## src/rtl/bms_pkg.sv

```systemverilog
// ----------------------------------------------------------------------------
// bms_pkg
// Shared types, codes and note tables of the buzzer melody sequencer.
// ----------------------------------------------------------------------------
`timescale 1ns / 1ps
`default_nettype none

package bms_pkg;

  typedef enum logic [2:0] {
    OP_TICK    = 3'd0,
    OP_MODE    = 3'd1,
    OP_BEEP    = 3'd2,
    OP_BEEP_1K = 3'd3,
    OP_STOP    = 3'd4
  } op_e;

  typedef enum logic [2:0] {
    MODE_OFF   = 3'd0,
    MODE_ON    = 3'd1,
    MODE_SIREN = 3'd2,
    MODE_GOAL  = 3'd3,
    MODE_BELL  = 3'd4,
    MODE_ALERT = 3'd5
  } mode_e;

  typedef enum logic [1:0] {
    SEL_NONE  = 2'd0,
    SEL_SIREN = 2'd1,
    SEL_BELL  = 2'd2,
    SEL_ALERT = 2'd3
  } sel_e;

  localparam logic [15:0] GOAL_HZ   = 16'd1500;
  localparam logic [15:0] GOAL_MS   = 16'd200;
  localparam logic [15:0] BEEP_1K_HZ = 16'd1000;

  typedef struct packed {
    logic [2:0]  opcode;
    logic [2:0]  mode;
    logic [15:0] frequency;
    logic [15:0] duration;
  } item_t;

  typedef struct packed {
    logic        tone_on;
    logic [15:0] tone_frequency;
    logic        melody_active;
    logic [5:0]  note_index;
  } result_t;

  typedef struct packed {
    logic [15:0] hz;
    logic [15:0] on_ms;
    logic [15:0] off_ms;
  } note_t;

  function automatic logic [5:0] mel_base(input logic [1:0] sel);
    logic [5:0] b;
    case (sel)
      SEL_BELL:  b = 6'd32;
      SEL_ALERT: b = 6'd34;
      default:   b = 6'd0;
    endcase
    return b;
  endfunction

  function automatic logic [5:0] mel_len(input logic [1:0] sel);
    logic [5:0] l;
    case (sel)
      SEL_SIREN: l = 6'd32;
      SEL_BELL:  l = 6'd2;
      SEL_ALERT: l = 6'd3;
      default:   l = 6'd0;
    endcase
    return l;
  endfunction

  function automatic note_t note_rom(input logic [5:0] idx);
    note_t n;
    case (idx)
      6'd0, 6'd4:                 n = '{16'd523, 16'd500, 16'd0};
      6'd1, 6'd5:                 n = '{16'd392, 16'd500, 16'd0};
      6'd2, 6'd6:                 n = '{16'd440, 16'd500, 16'd0};
      6'd3, 6'd7:                 n = '{16'd494, 16'd500, 16'd0};
      6'd8, 6'd12:                n = '{16'd555, 16'd500, 16'd0};
      6'd9, 6'd13:                n = '{16'd408, 16'd500, 16'd0};
      6'd10, 6'd14:               n = '{16'd462, 16'd500, 16'd0};
      6'd11, 6'd15:               n = '{16'd523, 16'd500, 16'd0};
      6'd16:                      n = '{16'd587, 16'd500, 16'd0};
      6'd17:                      n = '{16'd440, 16'd500, 16'd0};
      6'd18:                      n = '{16'd494, 16'd500, 16'd0};
      6'd19:                      n = '{16'd555, 16'd500, 16'd0};
      6'd20:                      n = '{16'd587, 16'd400, 16'd0};
      6'd21:                      n = '{16'd440, 16'd400, 16'd0};
      6'd22:                      n = '{16'd494, 16'd400, 16'd0};
      6'd23:                      n = '{16'd555, 16'd400, 16'd0};
      6'd24:                      n = '{16'd587, 16'd2000, 16'd0};
      6'd25:                      n = '{16'd440, 16'd300, 16'd50};
      6'd26:                      n = '{16'd587, 16'd350, 16'd0};
      6'd27, 6'd29:               n = '{16'd738, 16'd250, 16'd250};
      6'd28:                      n = '{16'd880, 16'd500, 16'd500};
      6'd30:                      n = '{16'd880, 16'd1000, 16'd1000};
      6'd31:                      n = '{16'd587, 16'd1500, 16'd0};
      6'd32:                      n = '{16'd1000, 16'd250, 16'd300};
      6'd33:                      n = '{16'd1000, 16'd250, 16'd0};
      6'd34, 6'd35:               n = '{16'd2500, 16'd80, 16'd80};
      6'd36:                      n = '{16'd2500, 16'd80, 16'd0};
      default:                    n = '{16'd0, 16'd0, 16'd0};
    endcase
    return n;
  endfunction

endpackage

`default_nettype wire

```

## src/rtl/bms_in_if.sv

```systemverilog
// ----------------------------------------------------------------------------
// bms_in_if
// Input channel: one command word per handshake.
// ----------------------------------------------------------------------------
`timescale 1ns / 1ps
`default_nettype none

interface bms_in_if;
  logic        valid;
  logic        ready;
  logic [2:0]  opcode;
  logic [2:0]  mode;
  logic [15:0] frequency;
  logic [15:0] duration;

  modport source (output valid, opcode, mode, frequency, duration, input ready);
  modport sink   (input valid, opcode, mode, frequency, duration, output ready);
endinterface

`default_nettype wire

```

## src/rtl/bms_out_if.sv

```systemverilog
// ----------------------------------------------------------------------------
// bms_out_if
// Result channel: one status word per handshake.
// ----------------------------------------------------------------------------
`timescale 1ns / 1ps
`default_nettype none

interface bms_out_if;
  logic        valid;
  logic        ready;
  logic        tone_on;
  logic [15:0] tone_frequency;
  logic        melody_active;
  logic [5:0]  note_index;

  modport source (output valid, tone_on, tone_frequency, melody_active, note_index,
                  input ready);
  modport sink   (input valid, tone_on, tone_frequency, melody_active, note_index,
                  output ready);
endinterface

`default_nettype wire

```

## src/rtl/buzzer_melody_sequencer.sv

```systemverilog
// Path: a word is captured in the input register, then its result word in the result register.
// Throughput: one word per cycle; while a finished result waits, the input register
// takes one more word and then the input stalls until the result is taken.
// Reset: synchronous, active low; clears the time counter, tone, melody, pending
// mode, the enable register and both valid flags.
// ----------------------------------------------------------------------------
// buzzer_melody_sequencer
// Buzzer tone controller: ticks, mode requests, timed beeps and melody tables.
// ----------------------------------------------------------------------------
`timescale 1ns / 1ps
`default_nettype none

module buzzer_melody_sequencer #(
  parameter int TIME_BITS = 32
) (
  input  wire logic clk,
  input  wire logic rst_n,
  input  wire logic cfg_we,
  input  wire logic cfg_wdata,
  bms_in_if.sink    in_chan,
  bms_out_if.source out_chan
);
  import bms_pkg::*;

  item_t item;
  logic  item_valid;
  logic  item_ready;

  bms_in_reg u_in_reg (
    .clk        (clk),
    .rst_n      (rst_n),
    .in_chan    (in_chan),
    .item       (item),
    .item_valid (item_valid),
    .item_ready (item_ready)
  );

  bms_engine #(
    .TIME_BITS (TIME_BITS)
  ) u_engine (
    .clk        (clk),
    .rst_n      (rst_n),
    .cfg_we     (cfg_we),
    .cfg_wdata  (cfg_wdata),
    .item       (item),
    .item_valid (item_valid),
    .item_ready (item_ready),
    .out_chan   (out_chan)
  );

`ifndef SYNTHESIS
  a_silent_freq: assert property (@(posedge clk) disable iff (!rst_n)
    (out_chan.valid && !out_chan.tone_on) |-> (out_chan.tone_frequency == 16'd0))
    else $error("tone frequency nonzero while tone is off");

  a_idle_index: assert property (@(posedge clk) disable iff (!rst_n)
    (out_chan.valid && !out_chan.melody_active) |-> (out_chan.note_index == 6'd0))
    else $error("note index nonzero without a melody");

  a_index_range: assert property (@(posedge clk) disable iff (!rst_n)
    out_chan.valid |-> (out_chan.note_index <= 6'd32))
    else $error("note index past the longest table");

  a_in_ready: assert property (@(posedge clk) disable iff (!rst_n)
    out_chan.ready |-> in_chan.ready)
    else $error("input stalled while result side takes words");
`endif

endmodule

`default_nettype wire

```

## src/rtl/bms_in_reg.sv

```systemverilog
// ----------------------------------------------------------------------------
// bms_in_reg
// Input register: captures one command word and holds it for the engine.
// ----------------------------------------------------------------------------
`timescale 1ns / 1ps
`default_nettype none

module bms_in_reg (
  input  wire logic          clk,
  input  wire logic          rst_n,
  bms_in_if.sink             in_chan,
  output bms_pkg::item_t     item,
  output logic               item_valid,
  input  wire logic          item_ready
);
  import bms_pkg::*;

  logic  valid_r, valid_nxt;
  item_t item_r;
  logic  take;

  assign in_chan.ready = !valid_r || item_ready;
  assign take          = in_chan.valid && in_chan.ready;

  always_comb begin
    valid_nxt = valid_r;
    if (take) begin
      valid_nxt = 1'b1;
    end else if (item_ready) begin
      valid_nxt = 1'b0;
    end
  end

  always_ff @(posedge clk) begin
    if (!rst_n) begin
      valid_r <= 1'b0;
    end else begin
      valid_r <= valid_nxt;
    end
  end

  always_ff @(posedge clk) begin
    if (take) begin
      item_r <= '{opcode: in_chan.opcode, mode: in_chan.mode,
                  frequency: in_chan.frequency, duration: in_chan.duration};
    end
  end

  assign item       = item_r;
  assign item_valid = valid_r;

endmodule

`default_nettype wire

```

## src/rtl/bms_engine.sv

```systemverilog
// ----------------------------------------------------------------------------
// bms_engine
// Tone state, melody stepping, result register; one word per unstalled cycle.
// ----------------------------------------------------------------------------
`timescale 1ns / 1ps
`default_nettype none

module bms_engine #(
  parameter int TIME_BITS = 32
) (
  input  wire logic          clk,
  input  wire logic          rst_n,
  input  wire logic          cfg_we,
  input  wire logic          cfg_wdata,
  input  wire bms_pkg::item_t item,
  input  wire logic          item_valid,
  output logic               item_ready,
  bms_out_if.source          out_chan
);
  import bms_pkg::*;

  logic                 enabled_r;
  logic [TIME_BITS-1:0] now_r, now_nxt;
  logic                 beep_r, beep_nxt;
  logic [TIME_BITS-1:0] beep_dl_r, beep_dl_nxt;
  logic [1:0]           sel_r, sel_nxt;
  logic [5:0]           pos_r, pos_nxt;
  logic [TIME_BITS-1:0] mel_dl_r, mel_dl_nxt;
  logic                 sounding_r, sounding_nxt;
  logic [2:0]           pend_r, pend_nxt;
  logic                 tone_r, tone_nxt;
  logic [15:0]          freq_r, freq_nxt;
  logic                 out_valid_r, out_valid_nxt;
  result_t              res_r, res_nxt;
  logic                 fire;
  logic                 pass_done;
  logic [TIME_BITS-1:0] now_tick;
  note_t                note;

  assign item_ready = !out_valid_r || out_chan.ready;
  assign fire       = item_valid && item_ready;
  assign now_tick   = now_r + TIME_BITS'(1);
  assign note       = note_rom(6'(mel_base(sel_r) + pos_r));

  always_comb begin
    now_nxt      = now_r;
    beep_nxt     = beep_r;
    beep_dl_nxt  = beep_dl_r;
    sel_nxt      = sel_r;
    pos_nxt      = pos_r;
    mel_dl_nxt   = mel_dl_r;
    sounding_nxt = sounding_r;
    pend_nxt     = pend_r;
    tone_nxt     = tone_r;
    freq_nxt     = freq_r;
    pass_done    = 1'b0;
    if (fire && enabled_r) begin
      case (item.opcode)
        OP_TICK: begin
          now_nxt = now_tick;
          // lone beep expires only while no melody plays
          if (beep_r && sel_r == SEL_NONE && now_tick >= beep_dl_r) begin
            tone_nxt = 1'b0;
            beep_nxt = 1'b0;
          end
          if (sel_r != SEL_NONE && now_tick >= mel_dl_r) begin
            if (pos_r >= mel_len(sel_r)) begin
              // melody over: drop tone, skip the pending check
              tone_nxt  = 1'b0;
              sel_nxt   = SEL_NONE;
              pass_done = 1'b1;
            end else if (!sounding_r) begin
              tone_nxt     = 1'b1;
              freq_nxt     = note.hz;
              sounding_nxt = 1'b1;
              mel_dl_nxt   = now_tick + TIME_BITS'(note.on_ms);
            end else begin
              tone_nxt     = 1'b0;
              sounding_nxt = 1'b0;
              mel_dl_nxt   = now_tick + TIME_BITS'(note.off_ms);
              pos_nxt      = pos_r + 6'd1;
            end
          end
          if (!pass_done) begin
            case (pend_r)
              MODE_SIREN, MODE_BELL, MODE_ALERT: begin
                if (beep_nxt) begin
                  tone_nxt = 1'b0;
                  beep_nxt = 1'b0;
                end
                sel_nxt      = (pend_r == MODE_SIREN) ? SEL_SIREN :
                               (pend_r == MODE_BELL)  ? SEL_BELL : SEL_ALERT;
                pos_nxt      = '0;
                sounding_nxt = 1'b0;
                mel_dl_nxt   = now_tick;
                pend_nxt     = MODE_OFF;
              end
              MODE_GOAL: begin
                tone_nxt    = 1'b1;
                freq_nxt    = GOAL_HZ;
                beep_nxt    = 1'b1;
                beep_dl_nxt = now_tick + TIME_BITS'(GOAL_MS);
                pend_nxt    = MODE_OFF;
              end
              default: ;
            endcase
          end
        end
        OP_MODE: begin
          if (item.mode != MODE_OFF && item.mode != MODE_ON) begin
            if (beep_r) begin
              tone_nxt = 1'b0;
              beep_nxt = 1'b0;
            end
            sel_nxt = SEL_NONE;
          end
          pend_nxt = item.mode;
          if (item.mode == MODE_OFF) begin
            tone_nxt = 1'b0;
            beep_nxt = 1'b0;
          end
        end
        OP_BEEP, OP_BEEP_1K: begin
          tone_nxt    = 1'b1;
          freq_nxt    = (item.opcode == OP_BEEP) ? item.frequency : BEEP_1K_HZ;
          beep_nxt    = 1'b1;
          beep_dl_nxt = now_r + TIME_BITS'(item.duration);
        end
        OP_STOP: begin
          tone_nxt = 1'b0;
          beep_nxt = 1'b0;
        end
        default: ;
      endcase
    end
  end

  always_comb begin
    res_nxt.tone_on        = tone_nxt;
    res_nxt.tone_frequency = tone_nxt ? freq_nxt : 16'd0;
    res_nxt.melody_active  = (sel_nxt != SEL_NONE);
    res_nxt.note_index     = (sel_nxt != SEL_NONE) ? pos_nxt : 6'd0;
    out_valid_nxt = out_valid_r;
    if (fire) begin
      out_valid_nxt = 1'b1;
    end else if (out_chan.ready) begin
      out_valid_nxt = 1'b0;
    end
  end

  always_ff @(posedge clk) begin
    if (!rst_n) begin
      enabled_r   <= 1'b0;
      now_r       <= '0;
      beep_r      <= 1'b0;
      beep_dl_r   <= '0;
      sel_r       <= SEL_NONE;
      pos_r       <= '0;
      mel_dl_r    <= '0;
      sounding_r  <= 1'b0;
      pend_r      <= MODE_OFF;
      tone_r      <= 1'b0;
      freq_r      <= '0;
      out_valid_r <= 1'b0;
    end else begin
      if (cfg_we) begin
        enabled_r <= cfg_wdata;
      end
      now_r       <= now_nxt;
      beep_r      <= beep_nxt;
      beep_dl_r   <= beep_dl_nxt;
      sel_r       <= sel_nxt;
      pos_r       <= pos_nxt;
      mel_dl_r    <= mel_dl_nxt;
      sounding_r  <= sounding_nxt;
      pend_r      <= pend_nxt;
      tone_r      <= tone_nxt;
      freq_r      <= freq_nxt;
      out_valid_r <= out_valid_nxt;
    end
  end

  always_ff @(posedge clk) begin
    if (fire) begin
      res_r <= res_nxt;
    end
  end

  assign out_chan.valid          = out_valid_r;
  assign out_chan.tone_on        = res_r.tone_on;
  assign out_chan.tone_frequency = res_r.tone_frequency;
  assign out_chan.melody_active  = res_r.melody_active;
  assign out_chan.note_index     = res_r.note_index;

endmodule

`default_nettype wire

```

## src/flat_wrapper.sv

```systemverilog
// flat-port wrapper written by rule: the top's interface ports become plain ports
module buzzer_melody_sequencer_flat import bms_pkg::*;
#(
  parameter int TIME_BITS = 32
)
  (clk, rst_n, cfg_we, cfg_wdata, in_chan_valid, in_chan_opcode, in_chan_mode, in_chan_frequency, in_chan_duration, in_chan_ready, out_chan_valid, out_chan_tone_on, out_chan_tone_frequency, out_chan_melody_active, out_chan_note_index, out_chan_ready);
  bms_in_if in_chan_i ();
  bms_out_if out_chan_i ();
  input  wire logic clk;
  input  wire logic rst_n;
  input  wire logic cfg_we;
  input  wire logic cfg_wdata;
  input wire logic [$bits(in_chan_i.valid)-1:0] in_chan_valid;
  input wire logic [$bits(in_chan_i.opcode)-1:0] in_chan_opcode;
  input wire logic [$bits(in_chan_i.mode)-1:0] in_chan_mode;
  input wire logic [$bits(in_chan_i.frequency)-1:0] in_chan_frequency;
  input wire logic [$bits(in_chan_i.duration)-1:0] in_chan_duration;
  output wire logic [$bits(in_chan_i.ready)-1:0] in_chan_ready;
  output wire logic [$bits(out_chan_i.valid)-1:0] out_chan_valid;
  output wire logic [$bits(out_chan_i.tone_on)-1:0] out_chan_tone_on;
  output wire logic [$bits(out_chan_i.tone_frequency)-1:0] out_chan_tone_frequency;
  output wire logic [$bits(out_chan_i.melody_active)-1:0] out_chan_melody_active;
  output wire logic [$bits(out_chan_i.note_index)-1:0] out_chan_note_index;
  input wire logic [$bits(out_chan_i.ready)-1:0] out_chan_ready;
  assign in_chan_i.valid = in_chan_valid;
  assign in_chan_i.opcode = in_chan_opcode;
  assign in_chan_i.mode = in_chan_mode;
  assign in_chan_i.frequency = in_chan_frequency;
  assign in_chan_i.duration = in_chan_duration;
  assign in_chan_ready = in_chan_i.ready;
  assign out_chan_valid = out_chan_i.valid;
  assign out_chan_tone_on = out_chan_i.tone_on;
  assign out_chan_tone_frequency = out_chan_i.tone_frequency;
  assign out_chan_melody_active = out_chan_i.melody_active;
  assign out_chan_note_index = out_chan_i.note_index;
  assign out_chan_i.ready = out_chan_ready;
  buzzer_melody_sequencer #(.TIME_BITS(TIME_BITS)) u_core (.clk(clk), .rst_n(rst_n), .cfg_we(cfg_we), .cfg_wdata(cfg_wdata), .in_chan(in_chan_i), .out_chan(out_chan_i));
endmodule
```

## config.mk

```make
export PLATFORM = sky130hd
export DESIGN_NAME = buzzer_melody_sequencer_flat
export DESIGN_NICKNAME = d
export VERILOG_FILES = /design/src/rtl/bms_pkg.sv /design/src/rtl/bms_in_if.sv /design/src/rtl/bms_out_if.sv /design/src/rtl/buzzer_melody_sequencer.sv /design/src/rtl/bms_in_reg.sv /design/src/rtl/bms_engine.sv /design/src/flat_wrapper.sv
export SDC_FILE = /design/constraint.sdc
export NUM_CORES = 1
export LEC_CHECK = 0
export BUFFER_PORTS_ARGS = -buffer_cell sky130_fd_sc_hd__clkbuf_2
export CORE_MARGIN = 1
export CORE_UTILIZATION = 30
export CTS_BUF_LIST = sky130_fd_sc_hd__clkbuf_4 sky130_fd_sc_hd__clkbuf_8 sky130_fd_sc_hd__clkbuf_16
export CTS_CLUSTER_SIZE = 28
export DETAILED_ROUTE_END_ITERATION = 10
export PLACE_DENSITY = 0.43
export SLEW_MARGIN = 20
export SYNTH_ARGS = -nofsm -noshare
export SYNTH_HDL_FRONTEND = slang
export SYNTH_SLANG_ARGS = --single-unit
```

## constraint.sdc

```tcl
create_clock -name clk -period 9.9 [get_ports clk]
set_input_delay 0.99 -clock clk [delete_from_list [all_inputs] [get_ports clk]]
set_output_delay 0.99 -clock clk [all_outputs]
set_load 0.02 [all_outputs]
```

# ---- Word-level counts from Yosys, hierarchy flattened
# Memories as Yosys holds them, arrays and structs flattened.
# Cells that the tools add are included.
dict set report op_classes {
  addsub 7
  n_mul 0
  div 0
  order_cmp 3
  eq_ne 16
  n_shift 0
  muxes 72
  bitwise 0
  n_reduce_logical 29
}
# cell count
set op_table {}
lappend op_table {{$mux W32} 7}
lappend op_table {{$mux W16} 7}
lappend op_table {{$add A32 B16 Y32} 3}
lappend op_table {{$ge A32 B32 Y1} 2}
lappend op_table {{$pmux W32 S2} 1}
lappend op_table {{$mux W6} 10}
lappend op_table {{$add A32 B1 Y32 const B} 1}
lappend op_table {{$add A32 B8 Y32 const B} 1}
lappend op_table {{$pmux W16 S2} 1}
lappend op_table {{$mux W1} 29}
lappend op_table {{$pmux W6 S3} 1}
lappend op_table {{$mux W2} 7}
lappend op_table {{$eq A3 B2 Y1 const B} 4}
lappend op_table {{$pmux W6 S2} 1}
lappend op_table {{$reduce_bool A2 Y1} 6}
lappend op_table {{$eq A3 B3 Y1 const B} 3}
lappend op_table {{$pmux W1 S4} 2}
lappend op_table {{$reduce_and A4 Y1} 2}
lappend op_table {{$logic_and A1 B1 Y1} 7}
lappend op_table {{$add A6 B1 Y6 const B} 1}
lappend op_table {{$add A6 B6 Y6} 1}
lappend op_table {{$ge A6 B6 Y1} 1}
lappend op_table {{$logic_not A3 Y1} 2}
lappend op_table {{$mux W3} 2}
lappend op_table {{other kinds (20)} 25}
dict set report totals {
  ff_bits 191
  latch_bits 0
  ram_bits 0
  romBits 1920
  inputBits 44
  output_inout_bits 26
  memories 1
}
# memory words word_bits read_ports rd_ports_with_merged_regs wr line
set mem_list {}
lappend mem_list {{(name not given)} 64 30 1 0 0 bms_pkg.sv:81} ;# case (idx)

# ---- Depth between registers and ports, before layout
# Gate-level depths: netlist of the first run.
dict set report logic_depth {
  word_depth 15
  ltp_mapped 23
}

# ---- Modules after synthesis
# A second synthesis of the first run with hierarchy kept.
dict set report hier_totals {
  hier_cells 1638
  hier_area_um2 13415.4
}
# mod instances cells_per_inst area_each_um2
set by_module_without_submodules {}
lappend by_module_without_submodules {bms_engine 1 1595 12216.7}
lappend by_module_without_submodules {bms_in_reg 1 43 1198.6}

# ---- Worst setup path before layout of the first run
# No wires, ideal clock.
dict set report synth_path {
  path_kind {register -> register}
  start {register u_core.u_engine.now_r[1]}
  end {register u_core.u_engine.res_r, in the netlist u_core.u_engine.out_chan.tone_frequency[6], data pin}
  setup_time_ns 0.263
  arrival_time_ns 4.654
  required_ns 9.637
  path_slack_ns 4.983
  path_stages_with_launch 17
  path_buffers 1
  synth_period_minus_slack_ns 4.917
  cell_sequence {dfxtp_1 > ha_1 > nand3_1 > or4_1 > buf_2 > or4_1 > and2_1 > inv_1 > ha_1 > nand4_1 > nor4_1 > o21ai_0 > a2111o_1 > a21oi_1 > mux2_2 > o31ai_1 > nor2_1}
}
dict set report synth_between {
  elab_chain_cells 11
}
# item line
set synth_lines {}
lappend synth_lines {{start, declared} bms_engine.sv:23} ;# logic [TIME_BITS-1:0] now_r, now_nxt;
lappend synth_lines {{start signal, assigned} bms_engine.sv:169} ;# now_r <= now_nxt;
lappend synth_lines {{$add A32 B1 Y32 (*)} bms_engine.sv:42} ;# assign now_tick = now_r + TIME_BITS'(1);
lappend synth_lines {{named net u_core.u_engine.now_tick[28]} bms_engine.sv:37} ;# logic [TIME_BITS-1:0] now_tick;
lappend synth_lines {{$ge A32 B32 Y1} bms_engine.sv:62} ;# if (beep_r && sel_r == SEL_NONE && now_tick >= beep_dl_r) begin
lappend synth_lines {{$logic_and A1 B1 Y1} bms_engine.sv:62}
lappend synth_lines {{$mux W1} bms_engine.sv:62}
lappend synth_lines {{$mux W1} bms_engine.sv:58} ;# case (item.opcode)
lappend synth_lines {{$mux W1} bms_engine.sv:57} ;# if (fire && enabled_r) begin
lappend synth_lines {{$mux W1} bms_engine.sv:87} ;# if (beep_nxt) begin
lappend synth_lines {{$pmux W1 S2} bms_engine.sv:85} ;# case (pend_r)
lappend synth_lines {{$mux W1} bms_engine.sv:84} ;# if (!pass_done) begin
lappend synth_lines {{$pmux W1 S4} bms_engine.sv:58}
lappend synth_lines {{$mux W1} bms_engine.sv:57}
lappend synth_lines {{end signal, assigned} bms_engine.sv:185} ;# res_r <= res_nxt;
lappend synth_lines {{end, declared} bms_engine.sv:34} ;# result_t res_r, res_nxt;
# Mark *: on every way through the listed nets, which the timed path passes. The rest lies on a longest branch. The select of a mux whose other input is x is not followed.
# A chain may end at the register's enable or synchronous reset.

==> results of run 1 <==
-- report_power, final --
group	total, mW	leakage (nW)	switching [mW]	internal [mW]
Combinational	0.0822	3.61	0.0575	0.0247
Sequential	0.833	1.65	0.00935	0.824
Clock	0.740	0.299	0.372	0.368
-- layout make-up --
| type | count | area, um2 |
|---|---|---|
| fillers | 4669 | 29300 |
| multi-input cells | 1273 | 8510 |
| flip-flops and latches | 191 | 4440 |
| well taps | 592 | 741 |
| repair buffers | 100 | 578 |
| clock buffers | 18 | 439 |
| inverters | 110 | 415 |
| clock inverters | 14 | 169 |
-- through the flow --
stage | worst slack [ns] | std cells
after floorplan | 4.98 | 1667
after global placement | 3.38 | 2266
after detailed placement | 3.12 | 2266
after CTS | 3.06 | 2298
after global routing | 2.59 | 2298
final | 3.08 | 2298
-- tightest hold or removal path, stage by stage, from the launching register on --
cell and delay (ns):
dfxtp_1 0.31, nand2_1 0.05, a21oi_1 0.05
-- cell usage after synthesis (all sizes together), types with 16 or more instances --
cell | n | area share
a211oi | 44 | 0.025
a21o | 16 | 0.0088
a21oi | 111 | 0.041
a31oi | 20 | 0.0091
and2 | 22 | 0.010
and3 | 19 | 0.0087
buf | 20 | 0.0068
clkbuf | 73 | 0.020
dfxtp | 129 | 0.19
edfxtp | 62 | 0.14
ha | 105 | 0.096
inv | 107 | 0.029
nand2 | 135 | 0.037
nand2b | 16 | 0.0073
nand3 | 67 | 0.024
nand4 | 41 | 0.021
nor2 | 146 | 0.040
nor3 | 44 | 0.018
nor4 | 24 | 0.013
o21ai | 94 | 0.034
xnor2 | 69 | 0.044
xor2 | 36 | 0.023
-- sequential cells by signal (all words and copies together) (netlist names), 2 cells and up --
register / count
u_core.u_engine.beep_dl_r: 32
u_core.u_engine.freq_r: 16
u_core.u_engine.mel_dl_r: 32
u_core.u_engine.now_r: 32
u_core.u_engine.out_chan.note_index: 6
u_core.u_engine.out_chan.tone_frequency: 16
u_core.u_engine.pend_r: 3
u_core.u_engine.pos_r: 6
u_core.u_engine.sel_r: 2
u_core.u_in_reg.item: 38
-- logic make-up (layout without fill, tap and decap cells) --
logic type,after synthesis,in the layout,share of synthesized area
flops,191,191,0.324
buf+inv,203,242,0.0570
xor+xnor,105,105,0.0671
mux,12,12,0.00986
compound gates,477,477,0.234
fa+ha+maj,107,107,0.0988
simple gates,572,572,0.209
-- cell usage in the layout (no fill, tap or decap), types with 21 or more instances in the layout --
cell type,synthesis,layout
nand3_1,67,67
clkbuf_2,0,69
a21oi_1,111,111
nor4_1,21,21
nand2_1,135,135
a211oi_1,42,42
nand4_1,38,38
buf_4,0,31
xnor2_1,69,69
inv_1,106,106
nor2_1,146,145
edfxtp_1,62,62
xor2_1,36,36
ha_1,105,105
dfxtp_1,129,129
o21ai_0,91,90
nor3_1,41,39
-- worst paths after layout --
| path | slack (ns) | to | startpoint |
|---|---|---|---|
| worst max register to register | 3.08 | u_core.u_engine.out_chan.tone_frequency[5] | u_core.u_engine.now_r[0] |
| worst min register to register | 0.46 | u_core.u_engine.beep_dl_r[1] | u_core.u_engine.beep_dl_r[1] |
| worst min-delay path | 0.46 | u_core.u_engine.beep_dl_r[1] | u_core.u_engine.beep_dl_r[1] |
| worst max-delay path | 3.08 | u_core.u_engine.out_chan.tone_frequency[5] | u_core.u_engine.now_r[0] |
-- routing by layer --
layer  up-vias  part of all wire  track usage  routed length (um)
met2       281              0.46        0.324               21600
met5         -                 0            0                   0
met1      6206              0.48        0.284               22600
met4         0             0.016       0.0600                 770
li1       6211                 -            -                   -
met3        38             0.038       0.0357                1760
==> results.sh, run 1 <==
export IMPL_fmax_ghz=0.147
export IMPL_first_pass_iters=6
export IMPL_fin_area_mm2=0.0153
export IMPL_grt_pass1_vias=12300
export IMPL_powerDensity_mw_per_mm2=108
export IMPL_antenna_found_initial=0
export IMPL_ys_seq_elements=191
export IMPL_synth_seq_area_share=0.324
export IMPL_final_hold_viol_count=0
export IMPL_gp_congestion=0.814
export IMPL_grt_setup_unrepaired="false"
export IMPL_cts_buffers=17
export IMPL_p_total_mw=1.66
export IMPL_clkTransAtPathRegs_ns=0.08
export IMPL_finalMaxSlewViolations=0
export IMPL_synth_edf_count=62
export IMPL_vias_per_cell=5.54
export IMPL_crit_chain="ha_1, nand3_1, or4_1, or4_1, and2_1, inv_1, ha_1, nand4_1, nor4_1, o21ai_0, a2111oi_2, nor3_2, buf_4, a2111oi_0, o22a_1, inv_1, and2_1"
export IMPL_numPortBuffers=69
export IMPL_wl_per_cell_um=20.3
export IMPL_status="complete, no violations"
export IMPL_drc=0
export IMPL_clk_path_buf_depth=2
export IMPL_post_route_util=0.343
export IMPL_cts_setup_buffers=0
export IMPL_syn_nets=1818
export IMPL_cp_arrival_ns=7.08
export IMPL_grt_pass1_wl_um=73400
export IMPL_critical_path_buf_inv_count=3
export IMPL_vdd_drop_max_uv=90.7
export IMPL_end_kind="register"
export IMPL_layout_nets=1844
export IMPL_relSlewSlack=0.236
export IMPL_syn_inst=1667
export IMPL_path_max_fanout=15
export IMPL_skew_ns=0.0202
export IMPL_synth_area_mm2=0.0137
export IMPL_worst_pin_slew_ns=1.14
export IMPL_htree_levels=4
export IMPL_crit_type="reg -> reg"
export IMPL_cp_start_kind="register"
export IMPL_tns_ns=0
export IMPL_cp_depth=17
export IMPL_track_usage=0.205
export IMPL_insertion_delay_ns=0.50
export IMPL_min_path_cells=2
export IMPL_cp_top_family="simple AND/OR/NAND/NOR gates"
export IMPL_dieHeight_um=216
export IMPL_synth_ff_type="dfxtp_1"
export IMPL_initial_core_util=0.307
export IMPL_fin_crit_ns=6.82
export IMPL_holdBufCountCts=0
export IMPL_critPathMaxStageDelay_ns=0.80
export IMPL_max_cap_viol_count=0
export IMPL_crit_required_ns=10.16
export IMPL_leakagePower_nw=5.55
export IMPL_async_reset_ff_frac=0
export IMPL_hold_ws_ns=0.457
export IMPL_yosysWarnings=0
export IMPL_vias=12700
export IMPL_yosysUniqueCellTypes=81
export IMPL_dieArea_mm2=0.0465
export IMPL_overflow=0
export IMPL_pin_count=70
export IMPL_ant_nets=0
export IMPL_critPathSlowestCell="or4_1"
export IMPL_first_iter_violations=879
export IMPL_cts_resized=0
export IMPL_r2r_cells=17
export IMPL_fp_dieW_um=216
export IMPL_cts_tree="yes"
export IMPL_wirelength_um=46700
export IMPL_clock_sinks=191
export IMPL_placed_area_mm2=0.0147
export IMPL_coreArea_mm2=0.0446
export IMPL_layout_drive_gt1_share=0.0996
export IMPL_dp_hpwl_um=34100
export IMPL_diodes=0
export IMPL_area_growth_pct=11.6
export IMPL_root_buffer="clkbuf_16"
export IMPL_grt_max_degree=53
export IMPL_setup_viol=0
export IMPL_placementRows=77
export IMPL_period_share=0.689
export IMPL_hold_class="reg -> reg"
export IMPL_avgSynthCellArea_um2=8.22
No activity file was read; power rests on OpenSTA's default activity.
==> inputs of run 2 (changes only) <==
==> constraint.sdc (replaced) <==
create_clock -name clk -period 6.79 [get_ports clk]
set_input_delay 0.679 -clock clk [delete_from_list [all_inputs] [get_ports clk]]
set_output_delay 0.679 -clock clk [all_outputs]
set_load 0.02 [all_outputs]
==> results.sh, run 2 (synthesis gave the netlist of run 1 again) <==
export IMPL_powerDensity_mw_per_mm2=155
export IMPL_largest_reg_flops=38
export IMPL_final_common_cell="nor2_1"
export IMPL_crit_required_ns=7.09
export IMPL_insertion_delay_ns=0.50
export IMPL_placementRows=77
export IMPL_met1Wirelength_um=22600
export IMPL_initial_core_util=0.307
export IMPL_layout_nets=1857
export IMPL_coreArea_mm2=0.0446
export IMPL_wl_per_cell_um=20.2
export IMPL_vias_per_cell=5.55
export IMPL_holdBufCountCts=0
export IMPL_dieHeight_um=216
export IMPL_relSlewSlack=0.343
export IMPL_highest_layer="met4"
export IMPL_wirelength_um=46600
export IMPL_cp_start_kind="register"
export IMPL_cts_tree="yes"
export IMPL_ant_nets=0
export IMPL_vdd_drop_max_uv=113
export IMPL_critical_path_buf_inv_count=1
export IMPL_final_hold_viol_count=0
export IMPL_gp_congestion=0.852
export IMPL_htree_levels=4
export IMPL_post_route_util=0.345
export IMPL_finalMaxSlewViolations=0
export IMPL_root_buffer="clkbuf_16"
export IMPL_track_usage=0.205
export IMPL_numPortBuffers=69
export IMPL_crit_chain="ha_1, nand3_1, or4_1, or4_1, and2_1, inv_1, ha_1, nand4_1, nor4_1, o21ai_0, a2111oi_2, o21ai_0, nor2_1, nand3_1, a21boi_0"
export IMPL_hold_class="in -> reg"
export IMPL_fmax_ghz=0.159
export IMPL_grt_pass1_vias=12500
export IMPL_clock_sinks=191
export IMPL_dieArea_mm2=0.0465
export IMPL_drc=0
export IMPL_period_share=0.928
export IMPL_layout_drive_gt1_share=0.107
export IMPL_dr_wl_met2_um=21100
export IMPL_leakagePower_nw=5.60
export IMPL_fp_dieW_um=216
export IMPL_setup_viol=0
export IMPL_dp_cells=2279
export IMPL_fin_crit_ns=6.30
export IMPL_dp_hpwl_um=34700
export IMPL_place_ws_ns=0.415
export IMPL_wl_met3_um=1940
export IMPL_vias=12800
export IMPL_cp_top_family="simple AND/OR/NAND/NOR gates"
export IMPL_cp_arrival_ns=6.60
export IMPL_status="complete, no violations"
export IMPL_critPathSlowestCell="a2111oi_2"
export IMPL_instances_no_fill=2311
export IMPL_grt_pass1_wl_um=73400
export IMPL_fin_area_mm2=0.0154
export IMPL_crit_type="reg -> reg"
export IMPL_first_iter_violations=1061
export IMPL_path_max_fanout=9
export IMPL_end_kind="register"
export IMPL_critPathMaxStageDelay_ns=0.79
export IMPL_grt_setup_unrepaired="false"
export IMPL_area_growth_pct=12.2
export IMPL_diodes=0
export IMPL_cts_setup_buffers=0
export IMPL_worst_pin_slew_ns=0.986
export IMPL_tns_ns=0
export IMPL_max_cap_viol_count=0
export IMPL_final_cell_mix="145 x nor2_1, 135 x nand2_1, 129 x dfxtp_1, 111 x a21oi_1, 106 x inv_1"
export IMPL_placed_area_mm2=0.0148
export IMPL_first_pass_iters=5
export IMPL_clk_path_buf_depth=2
export IMPL_overflow=0
export IMPL_pin_count=70
export IMPL_finalWorstSetupSlack_ns=0.487
export IMPL_skew_ns=0.0104
export IMPL_clkTransAtPathRegs_ns=0.07
export IMPL_cts_buffers=17
export IMPL_grt_max_degree=54
export IMPL_antenna_found_initial=0
-- run 2: cell count changes in the layout (fill, tap and decap cells not counted), moves of 2 or more --
cell        previous run  this run
inv_8                  4         0
inv_6                  3         6
clkinvlp_4             0         3
clkinv_4               4         2
and2_2                 2         0
clkinv_8               2         0
buf_4                 31        44
-- run 2: metal layers --
metal  track usage  vias to the layer above
met5             0                        -
met4        0.0676                        0
met3        0.0324                       57
met2         0.326                      319
met1         0.283                     6199
li1              -                     6251
-- run 2: area by class of cell --
cell class                      count  area [um2]
Clock inverter                     13         128
Multi-Input combinational cell   1273        8510
Clock buffer                       19         453
Sequential cell                   191        4440
Timing Repair Buffer              113         676
Fill cell                        4690       29200
Inverter                          110         415
Tap cell                          592         741
-- run 2: worst paths after layout --
kind / start / slack [ns] / to / depth (start not counted)
max reg2reg: u_core.u_engine.now_r[1] / 0.49 / u_core.u_engine.out_chan.note_index[1] / 15
min: in_chan_frequency[1] / 0.35 / u_core.u_in_reg.item[17] / 1
max: u_core.u_engine.now_r[1] / 0.49 / u_core.u_engine.out_chan.note_index[1] / 15
min reg2reg: u_core.u_engine.mel_dl_r[2] / 0.46 / u_core.u_engine.mel_dl_r[2] / 2
-- run 2: where the power goes --
part,switching (mW),internal (mW)
clock network,0.511,0.531
registers,0.0136,1.20
logic,0.0846,0.0364
total,0.609,1.77
-- run 2: metrics by stage --
step	hold WS, ns	power [mW]
final	0.348	2.38
after global routing	0.327	2.47
after global placement	0.442	1.36
after CTS	0.317	2.42
after detailed placement	0.447	1.36
after floorplan	0.432	1.31
-- run 2: timing repair --
item / CTS / global route
setup endpoints to repair: 0 / 14
resized for setup: 0 / 2
hold endpoints to repair: 0 / 0
-- run 2: worst register-to-register path: stages (launching register included) --
cell and delay, ns:
dfxtp_1 0.50, ha_1 0.30, nand3_1 0.18, or4_1 0.72, or4_1 0.58, and2_1 0.23, inv_1 0.15, ha_1 0.15
nand4_1 0.20, nor4_1 0.42, o21ai_0 0.30, a2111oi_2 0.79, o21ai_0 0.48, nor2_1 0.60, nand3_1 0.17, a21boi_0 0.32
==> inputs of run 3 (changes only) <==
--- a/config.mk
+++ b/config.mk
@@ -5,13 +5,14 @@
 export SDC_FILE = /design/constraint.sdc
 export NUM_CORES = 1
 export LEC_CHECK = 0
-export BUFFER_PORTS_ARGS = -buffer_cell sky130_fd_sc_hd__clkbuf_2
 export CORE_MARGIN = 1
-export CORE_UTILIZATION = 30
+export CORE_UTILIZATION = 58
 export CTS_BUF_LIST = sky130_fd_sc_hd__clkbuf_4 sky130_fd_sc_hd__clkbuf_8 sky130_fd_sc_hd__clkbuf_16
 export CTS_CLUSTER_SIZE = 28
 export DETAILED_ROUTE_END_ITERATION = 10
-export PLACE_DENSITY = 0.43
+export DONT_BUFFER_PORTS = 1
+export PLACE_DENSITY = 0.72
+export SKIP_LAST_GASP = 1
 export SLEW_MARGIN = 20
 export SYNTH_ARGS = -nofsm -noshare
 export SYNTH_HDL_FRONTEND = slang
==> results.sh, run 3 (synthesis gave the netlist of run 1 again) <==
export IMPL_tns_ns=0
export IMPL_fin_area_mm2=0.0147
export IMPL_max_cap_viol_count=0
export IMPL_status="complete, no violations"
export IMPL_critPathSlowestCell="a2111oi_2"
export IMPL_internal_power_mw=1.76
export IMPL_switchingPower_mw=0.689
export IMPL_clk_path_buf_depth=2
export IMPL_fin_crit_ns=6.39
export IMPL_track_usage=0.333
export IMPL_placed_area_mm2=0.0140
export IMPL_area_growth_pct=6.96
export IMPL_first_pass_iters=6
export IMPL_clock_sinks=191
export IMPL_cp_arrival_ns=6.70
export IMPL_path_max_fanout=9
export IMPL_root_buffer="clkbuf_16"
export IMPL_relSlewSlack=0.249
export IMPL_finalMaxSlewViolations=0
export IMPL_vias=12900
export IMPL_overflow=0
export IMPL_fp_dieW_um=156
export IMPL_final_cell_mix="145 x nor2_1, 135 x nand2_1, 129 x dfxtp_1, 111 x a21oi_1, 106 x inv_1"
export IMPL_largest_reg_flops=38
export IMPL_wl_per_cell_um=20.2
export IMPL_gp_congestion=0.954
export IMPL_cts_buffers=17
export IMPL_cts_tree="yes"
export IMPL_clkTransAtPathRegs_ns=0.09
export IMPL_period_share=0.942
export IMPL_coreArea_mm2=0.0229
export IMPL_leakagePower_nw=5.29
export IMPL_crit_required_ns=7.09
export IMPL_grt_setup_unrepaired="false"
export IMPL_insertion_delay_ns=0.46
export IMPL_first_iter_violations=1198
export IMPL_cts_resized=0
export IMPL_placementRows=55
export IMPL_holdBufCountCts=0
export IMPL_layout_nets=1775
export IMPL_seq_power_share=0.498
export IMPL_pwr_share_clk=0.467
export IMPL_powerDensity_mw_per_mm2=167
export IMPL_initial_core_util=0.598
export IMPL_layout_drive_gt1_share=0.0623
export IMPL_end_kind="register"
export IMPL_hold_class="in -> reg"
export IMPL_vias_per_cell=6.59
export IMPL_final_hold_viol_count=0
export IMPL_grt_pass1_wl_um=63500
export IMPL_grt_pass1_vias=12000
export IMPL_drc=0
export IMPL_wirelength_um=39400
export IMPL_dieArea_mm2=0.0242
export IMPL_fmax_ghz=0.156
export IMPL_vdd_drop_max_uv=159
export IMPL_ant_nets=0
export IMPL_cp_start_kind="register"
export IMPL_worst_pin_slew_ns=1.12
export IMPL_grt_max_degree=52
export IMPL_final_common_cell="nor2_1"
export IMPL_cp_top_family="simple AND/OR/NAND/NOR gates"
export IMPL_numPortBuffers=0
export IMPL_crit_type="reg -> reg"
export IMPL_crit_chain="ha_1, nand3_1, or4_1, or4_1, and2_1, inv_1, ha_1, nand4_1, nor4_1, o21ai_0, a2111oi_2, o21ai_1, nor4_1, nand3_1, a31oi_1"
export IMPL_rrSetupSlack_ns=0.40
export IMPL_setup_viol=0
export IMPL_critPathMaxStageDelay_ns=0.78
export IMPL_dieHeight_um=156
export IMPL_critical_path_buf_inv_count=1
export IMPL_skew_ns=0.0138
export IMPL_diodes=0
export IMPL_cts_setup_buffers=0
export IMPL_pin_count=70
export IMPL_switching_share=0.281
export IMPL_dp_hpwl_um=28400
export IMPL_combPwrFrac=0.036
export IMPL_antenna_found_initial=0
export IMPL_htree_levels=4
==> run 3: worst paths after layout <==
check,startpoint,endpoint,depth (start not counted)
setup / recovery,u_core.u_engine.now_r[1],u_core.u_engine.out_chan.tone_frequency[0],15
hold / removal,in_chan_mode[1],u_core.u_in_reg.item[33],0
hold reg to reg,u_core.u_engine.beep_dl_r[1],u_core.u_engine.beep_dl_r[1],2
setup reg to reg,u_core.u_engine.now_r[1],u_core.u_engine.out_chan.tone_frequency[0],15
==> run 3: area by class of cell <==
| type | count | area, um2 |
|---|---|---|
| tap | 313 | 392 |
| sequential | 191 | 4440 |
| inverter | 110 | 414 |
| clock inverter | 15 | 243 |
| fill | 2022 | 8260 |
| timing repair buffer | 31 | 233 |
| clock buffer | 17 | 425 |
| multi-input combinational | 1273 | 8510 |
==> run 3: routing by layer <==
| metal | share of wire | track usage | vias to the layer above |
|---|---|---|---|
| li1 | - | - | 6068 |
| met1 | 0.45 | 0.462 | 6138 |
| met2 | 0.45 | 0.520 | 570 |
| met3 | 0.080 | 0.0592 | 81 |
| met4 | 0.024 | 0.114 | 0 |
| met5 | 0 | 0 | - |
==> run 3: worst reg2reg max path, delay by kind of cell, from the launching register on <==
family	cells	cell delay [ns]
AND/OR/NAND/NOR	8	3.39
AO/OA/AOI/OAI	4	1.77
flip-flops	1	0.48
adder cells (fa/ha/maj)	2	0.44
buffers and inverters	1	0.17
==> run 3: metrics by stage <==
stage / hold slack, ns / setup slack (ns) / utilization / cells / power, mW
after floorplan: 0.432 / 1.87 / - / 1667 / 1.31
after global placement: 0.440 / 0.869 / 0.610 / 1918 / 1.33
after detailed placement: 0.445 / 0.544 / 0.610 / 1918 / 1.33
after CTS: 0.297 / 0.504 / 0.639 / 1950 / 2.46
after global routing: 0.287 / 0.0736 / 0.640 / 1950 / 2.51
final: 0.305 / 0.397 / 0.640 / 1950 / 2.45
==> run 3: power by group through the flow <==
stage               sequential (mW)  clock [mW]  combinational (mW)
floorplan                      1.24           0              0.0655
finish                         1.22        1.15              0.0872
CTS                            1.22        1.15              0.0857
global route                   1.22        1.19              0.0950
detailed placement             1.25           0              0.0856
global placement               1.25           0              0.0842
